File: src/design/tcw_pkg.sv
package tcw_pkg;

  // Screen geometry.
  localparam int COLUMNS    = 80;
  localparam int ROWS       = 25;
  localparam int CELL_COUNT = ROWS * COLUMNS;

  // Internal widths follow from the geometry.
  localparam int ADDR_W = $clog2(CELL_COUNT);
  localparam int CUR_W  = $clog2(CELL_COUNT + 1);
  localparam int COL_W  = $clog2(COLUMNS);

  // Port field widths.
  localparam int OP_W   = 2;
  localparam int CH_W   = 8;
  localparam int IDX_W  = 11;
  localparam int CELL_W = 2 * CH_W;

  // Operation codes.
  localparam logic [OP_W-1:0] OP_PUT   = 2'd0;
  localparam logic [OP_W-1:0] OP_READ  = 2'd1;
  localparam logic [OP_W-1:0] OP_CLEAR = 2'd2;

  // Character codes with special handling.
  localparam logic [CH_W-1:0] CH_BACKSPACE = 8'd8;
  localparam logic [CH_W-1:0] CH_TAB       = 8'd9;
  localparam logic [CH_W-1:0] CH_NEWLINE   = 8'd10;
  localparam logic [CH_W-1:0] CH_SPACE     = 8'd32;

  // Command kinds produced by the front end.
  localparam int KIND_W = 3;
  localparam logic [KIND_W-1:0] K_CHAR  = 3'd0;
  localparam logic [KIND_W-1:0] K_TAB   = 3'd1;
  localparam logic [KIND_W-1:0] K_NL    = 3'd2;
  localparam logic [KIND_W-1:0] K_BS    = 3'd3;
  localparam logic [KIND_W-1:0] K_READ  = 3'd4;
  localparam logic [KIND_W-1:0] K_CLEAR = 3'd5;
  localparam logic [KIND_W-1:0] K_NOP   = 3'd6;

  // Queue depth between front and back.
  localparam int QDEPTH = 2;
  localparam int QPTR_W = $clog2(QDEPTH);
  localparam int QCNT_W = $clog2(QDEPTH + 1);

  typedef struct packed {
    logic [KIND_W-1:0] kind;
    logic [CH_W-1:0]   ch;
    logic [CH_W-1:0]   colour;
    logic [ADDR_W-1:0] idx;
    logic              idx_ok;
  } cmd_t;

endpackage

File: src/design/tcw_front.sv
module tcw_front (
  input  logic                     in_valid,
  output logic                     in_stall,
  input  logic [tcw_pkg::OP_W-1:0] in_operation,
  input  logic [tcw_pkg::CH_W-1:0] in_character,
  input  logic [tcw_pkg::CH_W-1:0] in_colour,
  input  logic [tcw_pkg::IDX_W-1:0] in_cell_index,
  input  logic                     q_full,
  input  logic                     back_init,
  output logic                     q_push,
  output tcw_pkg::cmd_t            q_cmd
);
  import tcw_pkg::*;

  // Hold off items while the queue is full or the screen is being cleared after reset.
  assign in_stall = q_full || back_init;
  assign q_push   = in_valid && !in_stall;

  // Classify the item into a command for the back end.
  always_comb begin
    q_cmd        = '0;
    q_cmd.ch     = in_character;
    q_cmd.colour = in_colour;
    q_cmd.idx    = ADDR_W'(in_cell_index);
    q_cmd.idx_ok = (int'(in_cell_index) < CELL_COUNT);
    case (in_operation)
      OP_PUT: begin
        if (in_character == CH_TAB) begin
          q_cmd.kind = K_TAB;
        end else if (in_character == CH_NEWLINE) begin
          q_cmd.kind = K_NL;
        end else if (in_character == CH_BACKSPACE) begin
          q_cmd.kind = K_BS;
        end else begin
          q_cmd.kind = K_CHAR;
        end
      end
      OP_READ:  q_cmd.kind = K_READ;
      OP_CLEAR: q_cmd.kind = K_CLEAR;
      default:  q_cmd.kind = K_NOP;
    endcase
  end

endmodule

File: config.mk
export PLATFORM = sky130hd
export DESIGN_NAME = tcw_front
export DESIGN_NICKNAME = d
export VERILOG_FILES = /design/src/design/tcw_pkg.sv /design/src/design/tcw_front.sv
export SDC_FILE = /design/constraint.sdc
export NUM_CORES = 1
export LEC_CHECK = 0
export BUFFER_PORTS_ARGS = -buffer_cell sky130_fd_sc_hd__buf_2
export CAP_MARGIN = 10
export CORE_MARGIN = 4
export CORE_UTILIZATION = 23
export DETAILED_ROUTE_END_ITERATION = 6
export GPL_TIMING_DRIVEN = 0
export MAX_ROUTING_LAYER = met4
export PLACE_DENSITY = 0.8
export RECOVER_POWER = 25
export SYNTH_ARGS = -nofsm -noshare
export SYNTH_HDL_FRONTEND = slang
export SYNTH_SLANG_ARGS = --single-unit
File: constraint.sdc
create_clock -name vclk -period 0.8
set_input_delay 0.08 -clock vclk [all_inputs]
set_output_delay 0.08 -clock vclk [all_outputs]
set_load 0.02 [all_outputs]
# Word level (Yosys, flattened, before mapping)
# Cells that the tools add are included.
# totals
reg_bits	0
in_bits	32
output_inout_bits	33
# op_classes
order_cmp	1
mux	4
n_eq_ne	5
reduce_logical	4
# op_table
cell	n
8-bit by 4-bit equality test with 1-bit output, second input constant	3
11-bit less-than comparator, second input constant	1
3-bit one-hot mux with 3 select lines	1
2-bit two-way mux	3
2-bit by 1-bit equality test with 1-bit output, second input constant	1
2-bit equality test, second input constant	1
2-bit zero test	1
1-bit logical AND	1
1-bit zero test	1
1-bit logical OR	1

# Logic depth before layout (Yosys ltp)
# logic_depth
depth_word	5
depth_mapped	4
depth_no_buf	4

# Worst setup path after synthesis
# OpenSTA, ideal clock, no wires.
# synth_timing
path_kind	input to output
start	input in_operation[0] (netlist name)
end	output q_cmd[28] (netlist name)
arrival_ns	1.009
n_path_buf	0
path_slack_ns	-0.289
stages	4
cell_sequence	inv_1 ha_1 nand4bb_1 o41ai_2
# synth_rtl
item	line_no	text
start, declared	tcw_front.sv:4	input logic [tcw_pkg::OP_W-1:0] in_operation,
end, declared	tcw_front.sv:11	output tcw_pkg::cmd_t q_cmd

==> results.md <==
| Result | Value |
|:---|:---|
| Worst path most repeated cell | buf_6 |
| Psw | 0.2152 mW |
| Initial drt markers | 0 |
| Number of inserted filler cells in the final layout | 124 |
| # DRC | 0 |
| Syn Std Cell Area | 316.6 µm² |
| Leading post-synthesis cells by cell area | buf_4 (64%), o32ai_2 (5.1%), o41ai_2 (5.1%) |
| Fraction of the yosys area taken by sequential cells | 0% |
| Routed length per instance | 10.05 µm |
| Rows | 13 |
| Setup crit end kind | output port |
| Leakage power of the design | 0.4056 nW |
| Mean area per synthesized cell | 7.721 µm² |
| Startpoint types | input pin |
| Number of nets in the final layout | 131 |
| Fraction of post-synthesis cell area in the top cell type by area | 64.03% |
| Number of routed nets with antenna violations | 0 |
| Start point of the critical path | in_character[2] |
| Synth-to-Final Area Change | 120.9% |
| Netlist cell types | 12 |
| Top delay family on crit path | simple AND/OR/NAND/NOR gates |
| Max-slew headroom | 82.96% |
| Min-Delay Startpoint | in_cell_index[1] |
| Number of buffers and inverters on the critical path | 2 |
| Hold WC Path Type | in2out |
| Peak Freq | 927.6 MHz |
| Horizontal die dimension | 45.10 µm |
| Setup repair after global routing missed its margin | yes |
| Layout cell share with drive strength beyond 1 | 87.50% |
| Result of the run | complete, but fails checks |
| Kind of critical path | in2out |
| GRT Util Overall | 10.04% |
| Pin count of the biggest net entering global routing | 3 |
| First-pass DRT Iterations | 1 |
| Weighted congestion reported at the end of routability-driven placement | 0.6279 |
| Starting density of the core | 24.33% |
| Number of max-slew violations in the final report | 0 |
| Share of power burned in combinational logic | 100.0% |
| Vias per std cell | 3.964 |
| Synth area leader | buf_4 |
| Total area of sequential cells | 0 µm² |
| Syn nets | 74 |
| Footprint of the multi-input gates | 152.6 µm² |
| Tightest Pin Transition | 0.2567 ns |
| Largest voltage drop on the vdd net | 286.8 µV |
| Delay of the slowest cell on the worst path | 0.41 ns |
| Number of maximum-capacitance constraint violations | 0 |
| HPWL after DPL | 985.5 µm |
| DIE HEIGHT | 45.10 µm |
| CP Data Required Time | 0.72 ns |
| Library cell contributing the largest single delay on the critical path | or3_4 |
| IO Pins | 65 |
| Grt total ovfl | 0 |
| Largest fanout on the critical path | 2 |
| Arrival time of the worst setup path | 1.00 ns |
| Cell Area, Placed | 644.4 µm² |
| Number of sequential storage elements | 0 |
| Cells after Synth | 41 |
| Final design instance area without fill | 699.4 µm² |
| N_diodes | 0 |
| Final core utilization | 53.75% |
| Routed vias | 440 |
| Power Internal | 0.2343 mW |
| Global-route wire length before repair | 1580 µm |
| Yosys synthesis warning count | 0 |
| Worst hold path cell count | 2 |
| Hold-fix buffer count after cts | 0 |
| Post-route clock period utilization | 134.8% |
| Violations in the final reports | setup timing |
| Total Die Area | 0.002034 mm² |
| Via count of the first global-routing pass | 409 |
| Count of clock buffers in the final design | 0 |
| Core box area | 0.001301 mm² |
| Post-layout worst setup margin | -0.2781 ns |
| Library cell with the highest instance count after synthesis | buf_4 |
| Antenna violations before repair | 0 |
| Crit path depth | 4 |
| Power density cells | 642.5 mW/mm² |
| Total wire length after detailed routing | 1116 µm |
| Sequential share of power | 0% |
| Minimum period implied by the final worst setup slack | 1.078 ns |
| Clock share of power | 0% |
| Switching share of power | 47.87% |
| Setup violations, final | 2 |
| Port buffer count | 53 |
| Chain of cells forming the critical path | buf_6, or3_4, o32ai_4, buf_6 |
| Most common library cells after synthesis | buf_4 (27), inv_1 (4) |
| Hold Violations, Final | 0 |
-- placed cells by master, fill, tap and decap left out --
cell type,instances
nand4bb_4,1
buf_8,1
o32ai_4,1
or2_2,1
buf_6,3
inv_1,2
ha_4,1
o41ai_4,1
nand2b_1,1
buf_2,39
or3_4,1
inv_2,1
clkbuf_1,7
inv_4,1
nor2_2,1
buf_4,32
and3_1,1
o2111ai_1,1
-- per-layer routing --
metal	up-vias	wire, µm	track usage, %
li1	217	-	-
met1	196	282	9.308
met2	27	707	22.88
met3	0	127	0
met4	0	0	0
met5	-	0	-
-- logic make-up after synthesis --
kind of cell	synth area share [%]
compound gates	13.05
simple gates	14.23
fa+ha+maj	3.952
buf+inv	68.77
-- power by group through the flow --
stage / combinational, mW / clock [mW] / sequential (mW)
final: 0.449 / 0 / 0
after global routing: 0.481 / 0 / 0
after CTS: 0.454 / 0 / 0
after detailed placement: 0.417 / 0 / 0
after global placement: 0.412 / 0 / 0
after floorplan: 0.274 / 0 / 0
-- final timing paths --
| path | to | slack, ns |
|---|---|---|
| max | q_cmd[29] | -0.28 |
| min | q_cmd[2] | 0.38 |
-- stage by stage --
step           worst slack [ns]  hold WS (ns)  instances  total power, mW  setup TNS, ns
6_report                -0.2781        0.3783        111           0.4494        -0.5385
5_1_grt                 -0.3162        0.3906        111           0.4809        -0.6263
4_1_cts                 -0.2614        0.3792        111           0.4545        -0.4982
3_5_place_dp            -0.3610        0.3792        109           0.4175        -0.6984
3_3_place_gp            -0.3616        0.3791        109           0.4119        -0.6879
2_1_floorplan           -0.1894        0.2525         41           0.2737        -0.3039
-- timing repair --
action,4_1_cts,5_1_grt
setup endpoints to repair,2,4
resized for setup,12,2
pin swaps,4,1
setup buffers,2,0
cloned,0,0
-- layout make-up --
type	count	area share, %
tap	15	2.683
multi-input combinational	10	21.82
timing repair buffer	55	44.01
buffer	27	28.98
inverter	4	2.504
Note: power is estimated with default switching activity, not from simulation.
