## config.mk

```make
export PLATFORM = sky130hd
export DESIGN_NAME = tcw_queue
export DESIGN_NICKNAME = d
export VERILOG_FILES = /design/src/design/tcw_pkg.sv /design/src/design/tcw_queue.sv
export SDC_FILE = /design/constraint.sdc
export NUM_CORES = 1
export LEC_CHECK = 0
export ABC_AREA = 1
export BUFFER_PORTS_ARGS = -buffer_cell sky130_fd_sc_hd__buf_2
export CORE_ASPECT_RATIO = 2
export CORE_MARGIN = 3
export CORE_UTILIZATION = 45
export CTS_CLUSTER_DIAMETER = 100
export DETAILED_ROUTE_END_ITERATION = 8
export GPL_ROUTABILITY_DRIVEN = 0
export PLACE_DENSITY_LB_ADDON = 0.05
export SKIP_CTS_REPAIR_TIMING = 1
export SLEW_MARGIN = 20
export SYNTH_ARGS = -nofsm -noshare
export SYNTH_HDL_FRONTEND = slang
export SYNTH_SLANG_ARGS = --single-unit
```

## constraint.sdc

```tcl
create_clock -name clk -period 1.95 [get_ports clk]
set_input_delay 0 -clock clk [delete_from_list [all_inputs] [get_ports clk]]
set_output_delay 0 -clock clk [all_outputs]
set_load 0.02 [all_outputs]
```

## src/design/tcw_pkg.sv

```systemverilog
package tcw_pkg;

  // Screen geometry.
  localparam int COLUMNS    = 80;
  localparam int ROWS       = 25;
  localparam int CELL_COUNT = ROWS * COLUMNS;

  // Internal widths follow from the geometry.
  localparam int ADDR_W = $clog2(CELL_COUNT);
  localparam int CUR_W  = $clog2(CELL_COUNT + 1);
  localparam int COL_W  = $clog2(COLUMNS);

  // Port field widths.
  localparam int OP_W   = 2;
  localparam int CH_W   = 8;
  localparam int IDX_W  = 11;
  localparam int CELL_W = 2 * CH_W;

  // Operation codes.
  localparam logic [OP_W-1:0] OP_PUT   = 2'd0;
  localparam logic [OP_W-1:0] OP_READ  = 2'd1;
  localparam logic [OP_W-1:0] OP_CLEAR = 2'd2;

  // Character codes with special handling.
  localparam logic [CH_W-1:0] CH_BACKSPACE = 8'd8;
  localparam logic [CH_W-1:0] CH_TAB       = 8'd9;
  localparam logic [CH_W-1:0] CH_NEWLINE   = 8'd10;
  localparam logic [CH_W-1:0] CH_SPACE     = 8'd32;

  // Command kinds produced by the front end.
  localparam int KIND_W = 3;
  localparam logic [KIND_W-1:0] K_CHAR  = 3'd0;
  localparam logic [KIND_W-1:0] K_TAB   = 3'd1;
  localparam logic [KIND_W-1:0] K_NL    = 3'd2;
  localparam logic [KIND_W-1:0] K_BS    = 3'd3;
  localparam logic [KIND_W-1:0] K_READ  = 3'd4;
  localparam logic [KIND_W-1:0] K_CLEAR = 3'd5;
  localparam logic [KIND_W-1:0] K_NOP   = 3'd6;

  // Queue depth between front and back.
  localparam int QDEPTH = 2;
  localparam int QPTR_W = $clog2(QDEPTH);
  localparam int QCNT_W = $clog2(QDEPTH + 1);

  typedef struct packed {
    logic [KIND_W-1:0] kind;
    logic [CH_W-1:0]   ch;
    logic [CH_W-1:0]   colour;
    logic [ADDR_W-1:0] idx;
    logic              idx_ok;
  } cmd_t;

endpackage

```

## src/design/tcw_queue.sv

```systemverilog
module tcw_queue (
  input  logic          clk,
  input  logic          rst_n,
  input  logic          push,
  input  tcw_pkg::cmd_t push_cmd,
  output logic          full,
  input  logic          pop,
  output logic          empty,
  output tcw_pkg::cmd_t head
);
  import tcw_pkg::*;

  cmd_t              slot_r [QDEPTH];
  logic [QPTR_W-1:0] wr_ptr_r, wr_ptr_nxt;
  logic [QPTR_W-1:0] rd_ptr_r, rd_ptr_nxt;
  logic [QCNT_W-1:0] count_r, count_nxt;

  assign full  = (count_r == QCNT_W'(QDEPTH));
  assign empty = (count_r == '0);
  assign head  = slot_r[rd_ptr_r];

  // Pointer and fill count updates.
  always_comb begin
    wr_ptr_nxt = wr_ptr_r;
    rd_ptr_nxt = rd_ptr_r;
    count_nxt  = count_r;
    if (push) begin
      wr_ptr_nxt = (int'(wr_ptr_r) == QDEPTH - 1) ? '0 : wr_ptr_r + 1'b1;
    end
    if (pop) begin
      rd_ptr_nxt = (int'(rd_ptr_r) == QDEPTH - 1) ? '0 : rd_ptr_r + 1'b1;
    end
    if (push && !pop) begin
      count_nxt = count_r + 1'b1;
    end else if (pop && !push) begin
      count_nxt = count_r - 1'b1;
    end
  end

  always_ff @(posedge clk) begin
    if (!rst_n) begin
      wr_ptr_r <= '0;
      rd_ptr_r <= '0;
      count_r  <= '0;
    end else begin
      wr_ptr_r <= wr_ptr_nxt;
      rd_ptr_r <= rd_ptr_nxt;
      count_r  <= count_nxt;
    end
  end

  // Queue storage.
  always_ff @(posedge clk) begin
    if (push) begin
      slot_r[wr_ptr_r] <= push_cmd;
    end
  end

endmodule

```

Word level (Yosys, flattened, before mapping)
Memories as Yosys holds them, arrays and structs flattened. A register that Yosys moved wholly into a read port is not among the register bits.
Cells that the tools add are included.
- flip-flop bits (word level): 4
- memory bits (writable): 62
- bits of input ports: 35
- output and inout bits: 33
- logic and storage cells: 23
- memories kept: 1
- memory list (memory ; depth ; bits a word ; rd ports ; clocked after memory_dff ; write ports ; RTL line ; RTL):
    slot_r ; 2 ; 31 ; 1 ; 1 ; 1 ; tcw_queue.sv:13 ; cmd_t slot_r [QDEPTH];
- add/subtract/negate cells: 4
- eq/ne operators: 1
- muxes and demuxes: 8
- reductions and logical operators: 6
- operators by type and width (operator ; count):
    $mux W1 ; 6
    $mux W2 ; 2
    $add A1 B1 Y1 const B ; 2
    $add A2 B1 Y2 const B ; 1
    $eq A2 B2 Y1 const B ; 1
    $logic_and A1 B1 Y1 ; 2
    $logic_not A1 Y1 ; 2
    $logic_not A2 Y1 ; 1
    $reduce_bool A2 Y1 ; 1
    $sub A2 B1 Y2 const B ; 1

Logic depth before layout (Yosys ltp)
- depth in word-level cells: 4
- gate-level depth with buffers: 8
- depth with buffers taken out: 8

Worst setup path before layout
No wires, ideal clock.
- kind: reg-to-reg
- start: reg wr_ptr_r
- end: mem slot_r[0][0] (netlist bit), enable pin
- setup time: 420 ps
- arrival: 1636 ps
- data required time: 1530 ps
- setup slack: -105 ps
- stages on the path, launching flop included: 2
- buffers on the path: 0
- period minus slack after synthesis: 2055 ps
- cells stage by stage: dfxtp_1 -> nor2_1
- RTL lines (item ; RTL line ; RTL):
    from (decl) ; tcw_queue.sv:14 ; logic [QPTR_W-1:0] wr_ptr_r, wr_ptr_nxt;
    from (signal assigned) ; tcw_queue.sv:46 ; wr_ptr_r <= wr_ptr_nxt;
    to (decl) ; tcw_queue.sv:13 ;
No word-level cell before the write port.

Worst setup path after layout
- start: reg wr_ptr_r
- end: reg wr_ptr_r
- longest elaborated chain between the ends: 2
- RTL lines (item ; RTL line ; RTL):
    $add A1 B1 Y1 ; tcw_queue.sv:28 ; wr_ptr_nxt = (int'(wr_ptr_r) == QDEPTH - 1) ? '0 : wr_ptr_r + 1'b1;
    $mux W1 (*) ; tcw_queue.sv:28 ;
Mark *: on every way between the ends. The rest lies on a longest branch, timed or not.
A chain may end at the register's enable or synchronous reset.

==> summary.md <==
| Metric | Value |
|---|---|
| # fillers | 391 |
| R2r worst-path depth | 5 |
| Final nets | 283 |
| Synth warn | 0 |
| Worst R2R End | wr_ptr_r |
| Hpwl dp | 3170 um |
| Drt wl/cell | 14.7 um |
| # rows | 37 |
| Area Overhead vs Synth | 38.1% |
| CP Data Arrival Time | 1.97 ns |
| Synth Area per Inst | 18.9 um^2 |
| First-pass GRT wire length | 6860 um |
| Final Hold Vio Count | 0 |
| Design Area, Final | 0.00341 mm^2 |
| Top_reg_cell synth | edfxtp_1 |
| Leak pwr | 1.36 nW |
| H-tree depth | 3 |
| Clk Latency, worst-skew pair | 0.32 ns |
| Seq/Total Area, Yosys | 0.794 |
| Pwr/cell area | 875 mW/mm^2 |
| Worst min path class | input port to flip-flop |
| I/O Pins | 68 |
| Max Buffers Root-to-Sink | 2 |
| RSZ-0062 raised after global routing | no |
| Flops & latches, synth | 67 |
| CP max FO | 3 |
| Initial Util | 0.473 |
| Post-layout util | 0.653 |
| Vias in the first global route | 1478 |
| Hold path cells | 3 |
| Flop-to-flop setup slack | 0.19 ns |
| Core area | 0.00523 mm^2 |
| Worst Clk Skew | 0.00257 ns |
| Crit path time final | 1.76 ns |
| Cell taking the most area after synthesis | edfxtp_1 |
| Async SR Flop Fraction | 0 |
| Routed wire length | 4570 um |
| WP data required | 2.15 ns |
| Cell with the most instances after synthesis | edfxtp_1 |
| Layout cell share with drive strength beyond 1 | 0.460 |
| Root Driver | clkbuf_8 |
| Unique masters post-synth | 12 |
| Reg2reg start | wr_ptr_r |
| Setup TNS | 0 ns |
| Crit path launch | wr_ptr_r |
| PortBufs | 67 |
| Final period util | 0.905 |
| Worst Hold End | count_r[0] |
| Final Setup Violations | 0 |
| Worst rel slew slack | 0.725 |
| Synth cell count leaders | edfxtp_1, mux2_2, nor2_1 |
| CP Class | flip-flop to flip-flop |
| TritonRoute pass-1 iters | 4 |
| Status | completed |
| DP Area | 0.00291 mm^2 |
| Total die area | 0.00647 mm^2 |
| Synth area leaders | edfxtp_1, mux2_2, dfxtp_1, nor2_1, buf_6 |
| Top cell type's share of synthesized area | 0.753 |
| Vias/cell | 4.75 |
| Die Height | 111 um |
| Antenna Nets Post-Route | 0 |
| Antenna cells | 0 |
| EDFF count, synth | 62 |
| Max-slew violation count | 0 |
| CTS tree | yes |
| Initial antenna violation count | 0 |
| Initial DRC count | 32 |
| Post-route DRC | 0 |
| Clock sink total | 67 |
| Synthesized Nets | 167 |
| Clock Pin Slew Worst Setup and Hold Paths | 0.06 ns |
| Fmax | 0.567 GHz |
| Tightest Pin Transition | 0.412 ns |
| Total GRT Usage | 0.145 |
| Width of the die | 58.4 um |
| GRT overflow | 0 |
| Cell Area, Synth | 0.00247 mm^2 |
| Syn Inst Count | 131 |
| CTS buffer count | 9 |
| Pin count of the biggest net entering global routing | 18 |
| Setup crit end kind | flip-flop |
| Vias | 1474 |
| Max-cap violation count | 0 |
| Startpoint Class | flip-flop |
| Peak VDD IR | 0.567 mV |
| Start point of the worst hold path | push |
==> how the worst max path moves through the flow <==
stage               endpoint  slack [ns]  cells after the start
2_1_floorplan   slot_r[0][0]        0.40                      1
3_3_place_gp   slot_r[1][25]        0.66                      3
3_5_place_dp   slot_r[1][25]        0.61                      3
4_1_cts             head[22]        0.48                      3
5_1_grt             wr_ptr_r        0.15                      5
6_report            wr_ptr_r        0.19                      5
==> cell families after synthesis <==
| logic type | synth area share |
|---|---|
| flops | 0.794 |
| mux | 0.141 |
| simple gates | 0.0304 |
| buf+inv | 0.0258 |
| compound gates | 0.00404 |
| fa+ha+maj | 0.00506 |
==> per-layer routing <==
metal | wire (um) | global-route usage
met3 | 215 | 0.0466
met5 | 0 | 0
met2 | 2640 | 0.254
met4 | 50 | 0.0650
met1 | 1660 | 0.150
==> sequential cells by signal (all words and copies together), names as in the netlist, named ones only <==
register / cells
slot_r: 62
wr_ptr_r: 1
count_r: 2
rd_ptr_r: 1
==> placed cells by master, fill, tap and decap left out <==
cell type,count
buf_2,67
edfxtp_1,62
dlygate4sd3_1,35
mux2_2,31
clkbuf_8,9
inv_1,8
nor2_1,8
nand2_1,8
dfxtp_1,5
buf_4,5
clkbuf_1,3
clkinv_1,2
clkinv_2,2
nor2_4,1
o21ai_0,1
a21oi_1,1
nand3_1,1
nand4_1,1
ha_1,1
buf_12,1
==> worst max-delay path: stages, from the launching register on <==
cell           delay (ns)
dfxtp_1              0.39
nand2_1              0.09
nand2_1              0.06
dlygate4sd3_1        0.53
nor2_1               0.04
dlygate4sd3_1        0.55
==> layout make-up <==
type / count / area (um^2) / share of cell area
timing repair buffer: 108 / 743 / 0.218
tap: 58 / 72.6 / 0.0213
sequential: 67 / 1960 / 0.575
clock buffer: 12 / 135 / 0.0396
inverter: 8 / 30.0 / 0.00879
multi-input combinational: 53 / 454 / 0.133
clock inverter: 4 / 17.5 / 0.00513
==> where the power goes <==
part	total (mW)	switching (mW)	internal [mW]
combinational	0.416	0.221	0.195
clock	0.891	0.442	0.449
sequential	1.68	0.0216	1.66
total	2.99	0.685	2.30
==> per-stage QoR <==
stage	hold slack [ns]	power (mW)	setup slack, ns	instances
after global placement	0.190	2.06	0.659	259
final	0.0939	2.99	0.185	310
after floorplan	0.0989	1.93	0.400	131
after CTS	-0.154	2.98	0.483	275
after global routing	0.0964	3.12	0.146	310
after detailed placement	0.191	2.08	0.607	259
No activity file was read; power rests on OpenSTA's default activity.
